**config.mk**
```make
export PLATFORM = sky130hd
export DESIGN_NAME = text_line_number_visible_filter_unit_flat
export DESIGN_NICKNAME = d
export VERILOG_FILES = /design/src/sv/tlnvf_pkg.sv /design/src/sv/tlnvf_if.sv /design/src/sv/tlnvf_front.sv /design/src/sv/tlnvf_queue.sv /design/src/sv/tlnvf_back.sv /design/src/sv/text_line_number_visible_filter_unit.sv /design/src/flat_wrapper.sv
export SDC_FILE = /design/constraint.sdc
export NUM_CORES = 1
export LEC_CHECK = 0
export BUFFER_PORTS_ARGS = -buffer_cell sky130_fd_sc_hd__buf_4
export CAP_MARGIN = 30
export CORE_MARGIN = 10
export CORE_UTILIZATION = 50
export CTS_BUF_LIST = sky130_fd_sc_hd__clkbuf_16
export DETAILED_ROUTE_END_ITERATION = 16
export HOLD_SLACK_MARGIN = 0.15
export PLACE_DENSITY = 0.66
export SLEW_MARGIN = 20
export SYNTH_ARGS = -nofsm -noshare
export SYNTH_HDL_FRONTEND = slang
export SYNTH_HIERARCHICAL = 1
export SYNTH_SLANG_ARGS = --single-unit
export TNS_END_PERCENT = 100
```
**constraint.sdc**
```tcl
create_clock -name clk -period 4.5 [get_ports clk]
set_input_delay 1.35 -clock clk [delete_from_list [all_inputs] [get_ports clk]]
set_output_delay 1.35 -clock clk [all_outputs]
set_load 0.1 [all_outputs]
```
**src/sv/tlnvf_pkg.sv**
```systemverilog
// ----------------------------------------------------------------------------
// tlnvf_pkg: shared types and constants for the text line filter
// Character codes, the queue entry format, and helpers for BCD line numbers.
// ----------------------------------------------------------------------------
package tlnvf_pkg;

	localparam int NUM_DIGITS = 6;
	localparam int BCD_W      = 4 * NUM_DIGITS;
	localparam int NUM_LEN    = NUM_DIGITS + 1;
	localparam int BODY_MAX   = 4;
	localparam int BODY_AW    = 2;
	localparam int BLEN_W     = 3;
	localparam int RUN_MAX    = NUM_LEN + 1 + BODY_MAX;
	localparam int POS_W      = $clog2(RUN_MAX + 1);
	localparam int CFG_IDX_W  = 3;
	localparam int Q_DEPTH    = 4;
	localparam int Q_AW       = 2;

	localparam logic [7:0] CH_NL     = 8'h0A;
	localparam logic [7:0] CH_TAB    = 8'h09;
	localparam logic [7:0] CH_DOLLAR = 8'h24;
	localparam logic [7:0] CH_CARET  = 8'h5E;
	localparam logic [7:0] CH_I      = 8'h49;
	localparam logic [7:0] CH_QMARK  = 8'h3F;
	localparam logic [7:0] CH_M      = 8'h4D;
	localparam logic [7:0] CH_DASH   = 8'h2D;
	localparam logic [7:0] CH_SPACE  = 8'h20;
	localparam logic [7:0] CH_ZERO   = 8'h30;
	localparam logic [7:0] CH_DEL    = 8'h7F;
	localparam logic [7:0] CH_FF     = 8'hFF;
	localparam logic [7:0] CTRL_END  = 8'd32;
	localparam logic [7:0] HIGH_LO   = 8'd128;
	localparam logic [7:0] HIGH_CTRL = 8'd160;
	localparam logic [7:0] CARET_OFS = 8'd64;
	localparam logic [7:0] META_OFS  = 8'd128;

	localparam logic [BCD_W-1:0] BCD_ONE = BCD_W'(1);

	typedef enum logic [CFG_IDX_W-1:0] {
		REG_NONBLANK_ONLY = 3'd0,
		REG_NUMBER_ALL    = 3'd1,
		REG_SQUEEZE_EMPTY = 3'd2,
		REG_MARK_EOL      = 3'd3,
		REG_CARET_TAB     = 3'd4,
		REG_VISIBLE_CTRL  = 3'd5
	} cfg_reg_t;

	typedef struct packed {
		logic nonblank_only;
		logic number_all;
		logic squeeze_empty;
		logic mark_eol;
		logic caret_tab;
		logic visible_ctrl;
	} cfg_t;

	typedef struct packed {
		logic                        num;
		logic [BCD_W-1:0]            bcd;
		logic                        dollar;
		logic [BLEN_W-1:0]           body_len;
		logic [BODY_MAX-1:0][7:0]    body;
	} job_t;

	function automatic logic bcd_all_nines(input logic [BCD_W-1:0] bcd);
		logic r;
		r = 1'b1;
		for (int i = 0; i < NUM_DIGITS; i++) begin
			if (bcd[4*i +: 4] != 4'd9) r = 1'b0;
		end
		return r;
	endfunction

	function automatic logic bcd_digits_ok(input logic [BCD_W-1:0] bcd);
		logic r;
		r = 1'b1;
		for (int i = 0; i < NUM_DIGITS; i++) begin
			if (bcd[4*i +: 4] > 4'd9) r = 1'b0;
		end
		return r;
	endfunction

	function automatic logic [BCD_W-1:0] bcd_inc(input logic [BCD_W-1:0] bcd);
		logic [BCD_W-1:0] r;
		logic             carry;
		r = bcd;
		carry = 1'b1;
		for (int i = 0; i < NUM_DIGITS; i++) begin
			if (carry) begin
				if (bcd[4*i +: 4] == 4'd9) begin
					r[4*i +: 4] = 4'd0;
				end else begin
					r[4*i +: 4] = bcd[4*i +: 4] + 4'd1;
					carry = 1'b0;
				end
			end
		end
		return r;
	endfunction

	// Character k of the number field, counted from the left; leading zeros show as spaces.
	function automatic logic [7:0] num_char(input logic [BCD_W-1:0] bcd, input int k);
		int         idx;
		logic       zero_above;
		logic [3:0] d;
		idx = NUM_DIGITS - 1 - k;
		zero_above = 1'b1;
		d = 4'd0;
		for (int i = 0; i < NUM_DIGITS; i++) begin
			if (i >= idx && bcd[4*i +: 4] != 4'd0) zero_above = 1'b0;
			if (i == idx) d = bcd[4*i +: 4];
		end
		if (zero_above && idx > 0) return CH_SPACE;
		return CH_ZERO + 8'(d);
	endfunction

endpackage

```
**src/sv/tlnvf_if.sv**
```systemverilog
// ----------------------------------------------------------------------------
// Channel interfaces for the text line filter
// Input byte channel, rendered output channel and register write channel.
// ----------------------------------------------------------------------------
interface txt_in_if;
	logic       valid;
	logic       ready;
	logic [7:0] in_byte;
	logic       new_stream;

	modport source (output valid, in_byte, new_stream, input ready);
	modport sink   (input valid, in_byte, new_stream, output ready);
endinterface

interface txt_out_if;
	logic       valid;
	logic       ready;
	logic [7:0] out_byte;
	logic       last_of_run;

	modport source (output valid, out_byte, last_of_run, input ready);
	modport sink   (input valid, out_byte, last_of_run, output ready);
endinterface

interface txt_cfg_if;
	logic                           valid;
	logic                           ready;
	logic [tlnvf_pkg::CFG_IDX_W-1:0] index;
	logic                           data;

	modport source (output valid, index, data, input ready);
	modport sink   (input valid, index, data, output ready);
endinterface

```
**src/sv/tlnvf_front.sv**
```systemverilog
// ----------------------------------------------------------------------------
// tlnvf_front: input stage of the text line filter
// Holds the registers and line state, classifies each byte and queues a job.
// ----------------------------------------------------------------------------
module tlnvf_front (
	input  logic             clk,
	input  logic             arst_n,
	txt_in_if.sink           in_ch,
	txt_cfg_if.sink          cfg,
	input  logic             q_full,
	output logic             q_push,
	output tlnvf_pkg::job_t  q_job
);
	import tlnvf_pkg::*;

	cfg_t             cfg_q;
	logic             after_nl_q;
	logic [BCD_W-1:0] bcd_q;
	logic [1:0]       blank_run_q;
	logic             skipping_q;

	logic             accept;
	logic             is_nl;
	logic             na;
	logic [BCD_W-1:0] bcd_cur;
	logic [1:0]       br_cur;
	logic             sk_cur;
	logic [1:0]       br_nx;
	logic             sk_nx;
	logic             num;
	logic [BCD_W-1:0] bcd_nx;
	logic [7:0]       c;

	assign cfg.ready   = 1'b1;
	assign in_ch.ready = !q_full;
	assign accept      = in_ch.valid && in_ch.ready;
	assign c           = in_ch.in_byte;
	assign is_nl       = (c == CH_NL);

	always_comb begin
		na      = in_ch.new_stream ? 1'b1 : after_nl_q;
		bcd_cur = in_ch.new_stream ? BCD_ONE : bcd_q;
		br_cur  = in_ch.new_stream ? 2'd0 : blank_run_q;
		sk_cur  = in_ch.new_stream ? 1'b0 : skipping_q;
		br_nx   = br_cur;
		sk_nx   = sk_cur;
		if (cfg_q.squeeze_empty && is_nl && na) begin
			if (br_cur != 2'd3) br_nx = br_cur + 2'd1;
			if (br_nx > 2'd1) sk_nx = 1'b1;
		end else if (!is_nl) begin
			br_nx = 2'd0;
			sk_nx = 1'b0;
		end
		if (cfg_q.nonblank_only) begin
			num = !is_nl && na;
		end else begin
			num = cfg_q.number_all && na;
		end
		num = num && !sk_nx;
		bcd_nx = (num && !bcd_all_nines(bcd_cur)) ? bcd_inc(bcd_cur) : bcd_cur;
	end

	always_comb begin
		q_job.num      = num;
		q_job.bcd      = bcd_cur;
		q_job.dollar   = cfg_q.mark_eol && is_nl;
		q_job.body_len = BLEN_W'(1);
		q_job.body     = '0;
		q_job.body[0]  = c;
		if (cfg_q.caret_tab && c == CH_TAB) begin
			q_job.body_len = BLEN_W'(2);
			q_job.body[0]  = CH_CARET;
			q_job.body[1]  = CH_I;
		end else if (cfg_q.visible_ctrl && !is_nl && c != CH_TAB) begin
			if (c < CTRL_END) begin
				q_job.body_len = BLEN_W'(2);
				q_job.body[0]  = CH_CARET;
				q_job.body[1]  = c + CARET_OFS;
			end else if (c == CH_DEL) begin
				q_job.body_len = BLEN_W'(2);
				q_job.body[0]  = CH_CARET;
				q_job.body[1]  = CH_QMARK;
			end else if (c >= HIGH_LO && c < HIGH_CTRL) begin
				q_job.body_len = BLEN_W'(4);
				q_job.body[0]  = CH_M;
				q_job.body[1]  = CH_DASH;
				q_job.body[2]  = CH_CARET;
				q_job.body[3]  = c - CARET_OFS;
			end else if (c >= HIGH_CTRL && c != CH_FF) begin
				q_job.body_len = BLEN_W'(3);
				q_job.body[0]  = CH_M;
				q_job.body[1]  = CH_DASH;
				q_job.body[2]  = c - META_OFS;
			end else if (c == CH_FF) begin
				q_job.body_len = BLEN_W'(4);
				q_job.body[0]  = CH_M;
				q_job.body[1]  = CH_DASH;
				q_job.body[2]  = CH_CARET;
				q_job.body[3]  = CH_QMARK;
			end
		end
	end

	assign q_push = accept && !sk_nx;

	always_ff @(posedge clk or negedge arst_n) begin
		if (!arst_n) begin
			cfg_q <= '0;
		end else if (cfg.valid && cfg.ready) begin
			unique case (cfg.index)
				REG_NONBLANK_ONLY: cfg_q.nonblank_only <= cfg.data;
				REG_NUMBER_ALL:    cfg_q.number_all    <= cfg.data;
				REG_SQUEEZE_EMPTY: cfg_q.squeeze_empty <= cfg.data;
				REG_MARK_EOL:      cfg_q.mark_eol      <= cfg.data;
				REG_CARET_TAB:     cfg_q.caret_tab     <= cfg.data;
				REG_VISIBLE_CTRL:  cfg_q.visible_ctrl  <= cfg.data;
				default: ;
			endcase
		end
	end

	always_ff @(posedge clk or negedge arst_n) begin
		if (!arst_n) begin
			after_nl_q  <= 1'b1;
			bcd_q       <= BCD_ONE;
			blank_run_q <= 2'd0;
			skipping_q  <= 1'b0;
		end else if (accept) begin
			after_nl_q  <= is_nl;
			bcd_q       <= bcd_nx;
			blank_run_q <= br_nx;
			skipping_q  <= sk_nx;
		end
	end

	a_skip_needs_run: assert property (@(posedge clk) disable iff (!arst_n)
		skipping_q |-> blank_run_q >= 2'd2)
		else $error("skipping set with fewer than two blank lines");

	a_bcd_valid: assert property (@(posedge clk) disable iff (!arst_n)
		bcd_digits_ok(bcd_q))
		else $error("line number holds a digit above nine");

	a_after_nl: assert property (@(posedge clk) disable iff (!arst_n)
		accept |=> after_nl_q == ($past(in_ch.in_byte) == CH_NL))
		else $error("after_newline does not follow the accepted byte");

endmodule

```
**src/sv/tlnvf_queue.sv**
```systemverilog
// ----------------------------------------------------------------------------
// tlnvf_queue: job queue between the front and back stages
// Four entries; a push and a pop may happen in the same cycle.
// ----------------------------------------------------------------------------
module tlnvf_queue (
	input  logic             clk,
	input  logic             arst_n,
	input  logic             push,
	input  tlnvf_pkg::job_t  job_in,
	output logic             full,
	input  logic             pop,
	output logic             not_empty,
	output tlnvf_pkg::job_t  job_out
);
	import tlnvf_pkg::*;

	job_t            mem [Q_DEPTH];
	logic [Q_AW-1:0] wr_ptr_q;
	logic [Q_AW-1:0] rd_ptr_q;
	logic [Q_AW:0]   count_q;

	assign full      = (count_q == (Q_AW+1)'(Q_DEPTH));
	assign not_empty = (count_q != '0);
	assign job_out   = mem[rd_ptr_q];

	always_ff @(posedge clk) begin
		if (push) mem[wr_ptr_q] <= job_in;
	end

	always_ff @(posedge clk or negedge arst_n) begin
		if (!arst_n) begin
			wr_ptr_q <= '0;
			rd_ptr_q <= '0;
			count_q  <= '0;
		end else begin
			if (push) wr_ptr_q <= wr_ptr_q + 1'b1;
			if (pop)  rd_ptr_q <= rd_ptr_q + 1'b1;
			if (push && !pop) begin
				count_q <= count_q + 1'b1;
			end else if (pop && !push) begin
				count_q <= count_q - 1'b1;
			end
		end
	end

endmodule

```
**src/sv/tlnvf_back.sv**
```systemverilog
// ----------------------------------------------------------------------------
// tlnvf_back: output stage of the text line filter
// Walks each queued job and sends one rendered byte per beat.
// ----------------------------------------------------------------------------
module tlnvf_back (
	input  logic             clk,
	input  logic             arst_n,
	input  logic             q_valid,
	input  tlnvf_pkg::job_t  q_job,
	output logic             q_pop,
	txt_out_if.source        out_ch
);
	import tlnvf_pkg::*;

	logic [POS_W-1:0]   pos_q;
	logic               out_valid_q;
	logic [7:0]         out_byte_q;
	logic               out_last_q;

	logic [POS_W-1:0]   nb;
	logic [POS_W-1:0]   total;
	logic [POS_W-1:0]   rel;
	logic [POS_W-1:0]   bidx;
	logic [7:0]         cur_byte;
	logic               cur_last;
	logic               advance;
	logic               load;

	always_comb begin
		nb       = q_job.num ? POS_W'(NUM_LEN) : '0;
		total    = nb + POS_W'(q_job.dollar) + POS_W'(q_job.body_len);
		rel      = pos_q - nb;
		bidx     = rel - POS_W'(q_job.dollar);
		cur_last = (pos_q == total - 1'b1);
		if (q_job.num && pos_q < POS_W'(NUM_LEN)) begin
			if (pos_q == POS_W'(NUM_DIGITS)) begin
				cur_byte = CH_TAB;
			end else begin
				cur_byte = num_char(q_job.bcd, int'(pos_q));
			end
		end else if (q_job.dollar && rel == '0) begin
			cur_byte = CH_DOLLAR;
		end else begin
			cur_byte = q_job.body[bidx[BODY_AW-1:0]];
		end
	end

	assign advance = !out_valid_q || out_ch.ready;
	assign load    = advance && q_valid;
	assign q_pop   = load && cur_last;

	assign out_ch.valid       = out_valid_q;
	assign out_ch.out_byte    = out_byte_q;
	assign out_ch.last_of_run = out_last_q;

	always_ff @(posedge clk or negedge arst_n) begin
		if (!arst_n) begin
			out_valid_q <= 1'b0;
			pos_q       <= '0;
		end else begin
			if (advance) out_valid_q <= q_valid;
			if (load) pos_q <= cur_last ? '0 : pos_q + 1'b1;
		end
	end

	always_ff @(posedge clk) begin
		if (load) begin
			out_byte_q <= cur_byte;
			out_last_q <= cur_last;
		end
	end

	a_pos_in_run: assert property (@(posedge clk) disable iff (!arst_n)
		q_valid |-> pos_q < total)
		else $error("byte position beyond the end of the run");

	a_pop_has_job: assert property (@(posedge clk) disable iff (!arst_n)
		q_pop |-> q_valid)
		else $error("job released from an empty queue");

	a_pos_restart: assert property (@(posedge clk) disable iff (!arst_n)
		q_pop |=> pos_q == '0)
		else $error("byte position not cleared after the last beat of a run");

endmodule

```
**src/sv/text_line_number_visible_filter_unit.sv**
```systemverilog
// ----------------------------------------------------------------------------
// text_line_number_visible_filter_unit: text rendering filter
// Squeezes blank lines, numbers lines, and renders bytes in visible notation.
// ----------------------------------------------------------------------------
// Each input byte yields zero to eleven output beats: an optional six-digit
// line number and tab, an optional '$' before a newline, then the byte itself
// or its caret / M- form. The output stage sends one beat per cycle while the
// output channel is ready, so an expanded byte holds its run until all its beats
// are sent; a squeezed empty line is taken with no output. A four-entry job queue
// lets input keep flowing while a long run drains. The user must write registers
// through the configuration channel while the block is idle; it is not enforced.
module text_line_number_visible_filter_unit (
	input logic       clk,
	input logic       arst_n,
	txt_in_if.sink    in_ch,
	txt_out_if.source out_ch,
	txt_cfg_if.sink   cfg
);
	import tlnvf_pkg::*;

	logic q_push;
	logic q_full;
	logic q_pop;
	logic q_not_empty;
	job_t job_in;
	job_t job_out;

	tlnvf_front u_front (
		.clk    (clk),
		.arst_n (arst_n),
		.in_ch  (in_ch),
		.cfg    (cfg),
		.q_full (q_full),
		.q_push (q_push),
		.q_job  (job_in)
	);

	tlnvf_queue u_queue (
		.clk       (clk),
		.arst_n    (arst_n),
		.push      (q_push),
		.job_in    (job_in),
		.full      (q_full),
		.pop       (q_pop),
		.not_empty (q_not_empty),
		.job_out   (job_out)
	);

	tlnvf_back u_back (
		.clk     (clk),
		.arst_n  (arst_n),
		.q_valid (q_not_empty),
		.q_job   (job_out),
		.q_pop   (q_pop),
		.out_ch  (out_ch)
	);

endmodule

```
**src/flat_wrapper.sv**
```systemverilog
// flat-port wrapper written by rule: the top's interface ports become plain ports
module text_line_number_visible_filter_unit_flat import tlnvf_pkg::*;
  (clk, arst_n, in_ch_valid, in_ch_in_byte, in_ch_new_stream, in_ch_ready, out_ch_valid, out_ch_out_byte, out_ch_last_of_run, out_ch_ready, cfg_valid, cfg_index, cfg_data, cfg_ready);
  txt_in_if in_ch_i ();
  txt_out_if out_ch_i ();
  txt_cfg_if cfg_i ();
  input logic clk;
  input logic arst_n;
  input wire logic [$bits(in_ch_i.valid)-1:0] in_ch_valid;
  input wire logic [$bits(in_ch_i.in_byte)-1:0] in_ch_in_byte;
  input wire logic [$bits(in_ch_i.new_stream)-1:0] in_ch_new_stream;
  output wire logic [$bits(in_ch_i.ready)-1:0] in_ch_ready;
  output wire logic [$bits(out_ch_i.valid)-1:0] out_ch_valid;
  output wire logic [$bits(out_ch_i.out_byte)-1:0] out_ch_out_byte;
  output wire logic [$bits(out_ch_i.last_of_run)-1:0] out_ch_last_of_run;
  input wire logic [$bits(out_ch_i.ready)-1:0] out_ch_ready;
  input wire logic [$bits(cfg_i.valid)-1:0] cfg_valid;
  input wire logic [$bits(cfg_i.index)-1:0] cfg_index;
  input wire logic [$bits(cfg_i.data)-1:0] cfg_data;
  output wire logic [$bits(cfg_i.ready)-1:0] cfg_ready;
  assign in_ch_i.valid = in_ch_valid;
  assign in_ch_i.in_byte = in_ch_in_byte;
  assign in_ch_i.new_stream = in_ch_new_stream;
  assign in_ch_ready = in_ch_i.ready;
  assign out_ch_valid = out_ch_i.valid;
  assign out_ch_out_byte = out_ch_i.out_byte;
  assign out_ch_last_of_run = out_ch_i.last_of_run;
  assign out_ch_i.ready = out_ch_ready;
  assign cfg_i.valid = cfg_valid;
  assign cfg_i.index = cfg_index;
  assign cfg_i.data = cfg_data;
  assign cfg_ready = cfg_i.ready;
  text_line_number_visible_filter_unit u_core (.clk(clk), .arst_n(arst_n), .in_ch(in_ch_i), .out_ch(out_ch_i), .cfg(cfg_i));
endmodule
```
# Word level (Yosys, flattened, before mapping)
# Memory sizes are Yosys's and may differ from the RTL's.
# Index checks and enable logic that the tools add are counted.
# classes
eq_ne	32
n_mux	86
n_reduce_logical	52
n_lt_le_gt_ge	14
add_sub_neg	22
# ops
cell	count
two-way mux 35 bit	3
two-way mux 16 bit	6
two-way mux 4 bit	20
two-way mux 24 bit	3
two-way mux 8 bit	7
two-way mux 1 bit	34
logical NOT 32 bit	1
adder 4 x 1 -> 4 bit (second input constant)	7
logical AND 1 bit	27
equality test 4 bit (second input constant)	6
inequality test 4 bit (second input constant)	6
nonzero test 4 bit	6
two-way mux 3 bit	7
binary-select mux 8 bit (select 2 bit)	1
equality test 8 x 4 -> 1 bit (second input constant)	2
>= comparator 8 bit (second input constant)	2
AND reduction 2 bit	6
equality test 3 x 5 -> 1 bit (first input constant)	2
equality test 4 x 5 -> 1 bit (first input constant)	2
>= comparator 3 x 5 -> 1 bit (first input constant)	2
>= comparator 4 x 5 -> 1 bit (first input constant)	2
two-way mux 2 bit	5
equality test 3 bit (second input constant)	3
adder 8 x 7 -> 8 bit (second input constant)	1
other kinds (36)	45
# word_totals
regBits	55
elab_cells	224
ram_bits	244
mem_count	1
# mem_list
memory	depth	word_bits	rd	rd_clocked_by_memory_dff	write_ports	line_no	source
u_core.u_queue.mem	4	61	1	0	1	tlnvf_queue.sv:17	job_t mem [Q_DEPTH];

# Longest topological paths before layout
# logic_depth
depth_word	18
ltp_mapped	19

# Hierarchy
# The synthesis kept the hierarchy.
# by_module_without_submodules
mod	instances	area_per_inst_um2	cells_per_inst
tlnvf_queue	1	9270.1	353
tlnvf_front	1	2730.1	343
tlnvf_back	1	1662.8	168

# Least setup slack after synthesis
# Ideal clock, no wire load.
# synth_timing
path_kind	input port to flip-flop
startpoint	input port in_ch_new_stream
endpoint	memory u_core/u_queue/mem[1][0] in the netlist's numbering, enable pin
path_buffers	3
required_ns	4.075
stages	6
path_slack_ns	-0.075
arrival_ns	4.150
setup_ns	0.425
cell_sequence	buf_1 -> clkbuf_1 -> buf_1 -> nor2_1 -> a21oi_1 -> and2_1
# synth_between
elab_chain_len	11
elab_cells_between_ends	16
classes_between	1 x add/sub; 1 x order compare; 1 x eq/ne; 10 x mux; 3 x reduce/logical
# synth_rtl
element	line_no	source
start, declared	flat_wrapper.sv:11	input wire logic [$bits(in_ch_i.new_stream)-1:0] in_ch_new_stream;
two-way mux 2 bit	tlnvf_front.sv:43	br_cur = in_ch.new_stream ? 2'd0 : blank_run_q;
adder 2 x 1 -> 2 bit or inequality test 2 bit (tied branches)	tlnvf_front.sv:48	if (br_cur != 2'd3) br_nx = br_cur + 2'd1;
two-way mux 2 bit	tlnvf_front.sv:48	
two-way mux 2 bit	tlnvf_front.sv:47	if (cfg_q.squeeze_empty && is_nl && na) begin
greater-than comparator 2 x 1 -> 1 bit	tlnvf_front.sv:49	if (br_nx > 2'd1) sk_nx = 1'b1;
two-way mux 1 bit	tlnvf_front.sv:49	
two-way mux 1 bit *	tlnvf_front.sv:47	
logical NOT 1 bit *	tlnvf_front.sv:104	assign q_push = accept && !sk_nx;
logical AND 1 bit *	tlnvf_front.sv:104	
net u_core.q_push	text_line_number_visible_filter_unit.sv:21	logic q_push;
two-way mux 1 bit *	tlnvf_queue.sv:27	if (push) mem[wr_ptr_q] <= job_in;
two-way mux 1 bit (not written as such) *	tlnvf_queue.sv:27	
end, declared	tlnvf_queue.sv:17	
# Mark *: on every way through the listed nets, which the timed path passes. The rest lies on a longest branch. The select of a mux whose other input is x is not followed.

==> parameters.txt <==
Parameter                              Value

STA
  Final hold violation count    0
  Fin Clk Skew    0.009919 ns
  Worst-case headroom to the max-slew limit    50.24%
  Fmax    249.7 MHz
  Minimum hold slack    0.4808 ns
  Final count of negative-setup-slack endpoints    0
  Total count of max-transition violations in the final report    0
  Setup repair after global routing missed its margin    no
  Period utilization    88.98%
  Setup total negative slack    0 ns
  Transition time at the pin with the least slew margin    0.7406 ns
  Fin worst setup slack    0.4959 ns
  Crit path time final    4.004 ns

Synthesis
  Cell count after synthesis    864
  Area fraction of the dominant cell type after synthesis    55.60%
  Fraction of registers with async set or reset after synthesis    15.38%
  Synth area leaders    sky130_fd_sc_hd__edfxtp_1 (56%), sky130_fd_sc_hd__mux4_2 (11%), sky130_fd_sc_hd__dfrtp_1 (8.1%)
  Synth Net Count    913
  Seq cells post-synth    299
  Ys flop type    sky130_fd_sc_hd__edfxtp_1
  Per-instance average area after synthesis    15.81 µm²
  Cell area after synthesis    13660 µm²
  Warnings from Yosys    6
  Library cell occupying the most area in the post-synthesis netlist    sky130_fd_sc_hd__edfxtp_1
  Sequential-to-total area share from yosys stat    64.05%
  EDFF count, synth    253
  Unique cell type count in the Yosys netlist    83

Drt
  Total routed wirelength    27560 µm
  Remaining antenna violation count after routing    0
  Routed via count    7636
  Post-DR wirelength/cell    21.58 µm
  Via/cell ratio    5.980
  DR iter-0 viols    731
  Detailed-router iteration count before antenna repair    5
  Remaining DRCs    0

Clock network
  CTS Hold Bufs    0
  TritonCTS buffer count    30
  CTS HTree Levels    1
  Clock Latency Late Sink    0.55 ns
  TritonCTS Sinks    299
  TritonCTS clock tree    built
  Clock edge transition at the registers on the reported setup and hold paths    0.06 ns
  Setup repair bufs after CTS    0
  Worst-case clock buffer depth    3
  CTS Root Cell    sky130_fd_sc_hd__clkbuf_16
  Resized cells post-CTS    0

Global route
  Met2 routing resource usage after global routing    25.05%
  Remaining global-route overflow    0
  Maximum number of pins on one net before global-route repair    50
  Antenna violations before repair    0
  Met1 track utilization from global routing    24.53%
  Met3 usage in global routing    2.390%
  Vias in the first global route    7548
  Global routing usage summed across all routing layers    16.52%
  Global-route wire length before repair    44110 µm
  Most congested layer reported by global routing    met2

Placement
  Number of port buffers    28
  Estimated wirelength of the detail-placed design    18300 µm
  Weighted congestion at the end of routability-driven global placement    0.8196
  Post-place setup slack    0.5195 ns

Worst setup path
  Critical path launch point type    register
  Setup crit end kind    register
  Arrival time of data at the critical path endpoint    4.47 ns
  Worst-case register-to-register setup slack    0.50 ns
  Cell type of the slowest stage on the worst timing path    sky130_fd_sc_hd__dfrtp_4
  Maximum cell stage delay along the critical path    0.59 ns
  Combined buffer and inverter count along the critical path    5
  Ordered cell list for the critical path    mux4_2 > inv_1 > buf_4 > ha_1 > inv_1 > ha_1 > a21o_1 > a21oi_1 > xnor2_1 > nor4_4 > and2_1 > inv_1 > ha_1 > inv_1 > fa_1 > xor2_1 > nor2_1 > xor2_1
  Kind of critical path    reg2reg
  Gate family responsible for the most delay along the worst path    adder cells
  Required time at the worst-slack endpoint    4.96 ns
  Worst-path fanout max    14
  Critical Path Most Common Cell    sky130_fd_sc_hd__inv_1

Finish
  Fraction of layout instances using a drive strength above 1    20.62%
  Nets    964
  Commonest cells after routing, fill and taps aside    sky130_fd_sc_hd__edfxtp_1 (253), sky130_fd_sc_hd__mux4_2 (66), sky130_fd_sc_hd__nand2_1 (54)
  Diode insertion count for antenna repair    0
  Most frequent standard cell in the layout excluding fill and tap cells    sky130_fd_sc_hd__edfxtp_1
  Area growth from synthesis to layout    11.14%

Hold path
  Tightest Hold Check Type    reg2reg

Floorplan
  DIE AREA    34340 µm²
  Horizontal extent of the die    185.3 µm
  Number of primary I/O pins    30
  Floorplan core area    26950 µm²
  Die height    185.3 µm
  Initial Util    50.70%
  Std cell rows    60

Pwr
  Share of total power in combinational logic    39.0%
  Worst voltage drop across the vdd grid    0.3410 mV
  Leakage    0.005389 µW
  Final total power    10420 µW
  Internal portion of total power    6766 µW
  Relative contribution of the clock network to total power    22.1%
  Switching power summed over all nets    3652 µW
  Flop pwr share    38.9%
  Power per cell area    686.1 nW/µm²
  Switching part of the total power    35.05%

Run status
  Run status    finished, final reports clean

Run
  MaxCap Viol Count    0
-- worst paths after layout --
path / startpoint / to / cells past startpoint
worst max-delay path: u_core/u_queue/rd_ptr_q[0]$_DFFE_PN0P_ / u_core/u_queue/count_q[2]$_DFFE_PN0P_ / 18
worst min-delay path: u_core/u_front/after_nl_q$_DFFE_PN1P_ / u_core/u_front/after_nl_q$_DFFE_PN1P_ / 2
worst max register to register: u_core/u_queue/rd_ptr_q[0]$_DFFE_PN0P_ / u_core/u_queue/count_q[2]$_DFFE_PN0P_ / 18
worst min register to register: u_core/u_front/after_nl_q$_DFFE_PN1P_ / u_core/u_front/after_nl_q$_DFFE_PN1P_ / 2
max in group asynchronous: arst_n / u_core/u_queue/rd_ptr_q[0]$_DFFE_PN0P_ / 1
min in group asynchronous: arst_n / u_core/u_queue/count_q[2]$_DFFE_PN0P_ / 1
-- area by class of cell --
type	instances	area, µm²
Tap cell	341	426.7
Clock inverter	23	163.9
Inverter	39	146.4
Clock buffer	30	750.7
Multi-Input combinational cell	495	4503
Sequential cell	299	8756
Fill cell	2075	11770
Timing Repair Buffer	50	437.9
-- power groups by stage --
stage / sequential, µW / combinational (µW) / clock [µW]
after detailed placement: 4110 / 4100 / 0
final: 4050 / 4060 / 2300
after global routing: 4120 / 4390 / 2480
after floorplan: 4310 / 2790 / 0
after CTS: 4060 / 4120 / 2350
after global placement: 4100 / 4080 / 0
-- kinds of logic (layout without fill, tap and decap cells) --
kind of cell / count (synthesis) / count (layout) / share of synthesized area (%)
AOI/OAI and AO/OA: 140 / 140 / 7.262
buffers and inverters: 70 / 142 / 3.031
muxes: 81 / 81 / 12.40
and+or+nand+nor: 226 / 226 / 9.203
DFF: 299 / 299 / 64.05
adders and majority gates: 31 / 31 / 3.004
other: 1 / 1 / 0.02745
xor gates and xnor gates: 16 / 16 / 1.026
-- layer usage --
metal  routed length, µm  vias up
met1               12780     3880
met2               12660      228
met3                1689       38
met5                   0        -
met4                 435        0
li1                    -     3490
-- synthesized netlist by cell type (7+ instances only) --
cell                       number
sky130_fd_sc_hd__nand3_1       20
sky130_fd_sc_hd__ha_1          28
sky130_fd_sc_hd__nor2_1        44
sky130_fd_sc_hd__a21oi_1       34
sky130_fd_sc_hd__or3_1          7
sky130_fd_sc_hd__o21a_1        15
sky130_fd_sc_hd__nor3_1         9
sky130_fd_sc_hd__o21ai_0       16
sky130_fd_sc_hd__nand2b_1      18
sky130_fd_sc_hd__o31ai_1        7
sky130_fd_sc_hd__edfxtp_1     253
sky130_fd_sc_hd__and2_1         9
sky130_fd_sc_hd__dfrtp_1       44
sky130_fd_sc_hd__buf_2          7
sky130_fd_sc_hd__a22oi_1        9
sky130_fd_sc_hd__inv_1         39
sky130_fd_sc_hd__mux4_2        66
sky130_fd_sc_hd__nor2b_1       21
sky130_fd_sc_hd__mux2_2         7
sky130_fd_sc_hd__xor2_1         9
sky130_fd_sc_hd__xnor2_1        7
sky130_fd_sc_hd__clkbuf_1       8
sky130_fd_sc_hd__nand2_1       54
-- worst register-to-register path: stages (launching register included) --
cell                      delay (ns)
sky130_fd_sc_hd__dfrtp_4        0.59
sky130_fd_sc_hd__mux4_2         0.57
sky130_fd_sc_hd__inv_1          0.09
sky130_fd_sc_hd__buf_4          0.15
sky130_fd_sc_hd__ha_1           0.23
sky130_fd_sc_hd__inv_1          0.10
sky130_fd_sc_hd__ha_1           0.24
sky130_fd_sc_hd__a21o_1         0.18
sky130_fd_sc_hd__a21oi_1        0.17
sky130_fd_sc_hd__xnor2_1        0.19
sky130_fd_sc_hd__nor4_4         0.06
sky130_fd_sc_hd__and2_1         0.18
sky130_fd_sc_hd__inv_1          0.08
sky130_fd_sc_hd__ha_1           0.17
sky130_fd_sc_hd__inv_1          0.07
sky130_fd_sc_hd__fa_1           0.42
sky130_fd_sc_hd__xor2_1         0.17
sky130_fd_sc_hd__nor2_1         0.11
sky130_fd_sc_hd__xor2_1         0.17
-- flip-flops by register name (all words and copies together), names as in the netlist --
register	count
u_core/u_front/cfg_q	6
u_core/u_front/bcd_q	24
u_core/u_queue/count_q	3
u_core/u_back/out_ch.last_of_run	1
u_core/u_back/out_ch.valid	1
u_core/u_back/out_ch.out_byte	8
u_core/u_back/pos_q	4
u_core/u_queue/rd_ptr_q	2
u_core/u_queue/mem	244
u_core/u_front/skipping_q	1
u_core/u_front/after_nl_q	1
u_core/u_front/blank_run_q	2
u_core/u_queue/wr_ptr_q	2
-- through the flow --
stage	utilization, %	instances	instance area, µm²
floorplan	-	864	13670
detailed placement	52.95	1224	14270
global placement	52.95	1224	14270
finish	56.34	1277	15180
CTS	56.34	1277	15180
global route	56.34	1277	15180
Note: power is estimated with default switching activity, not from simulation.
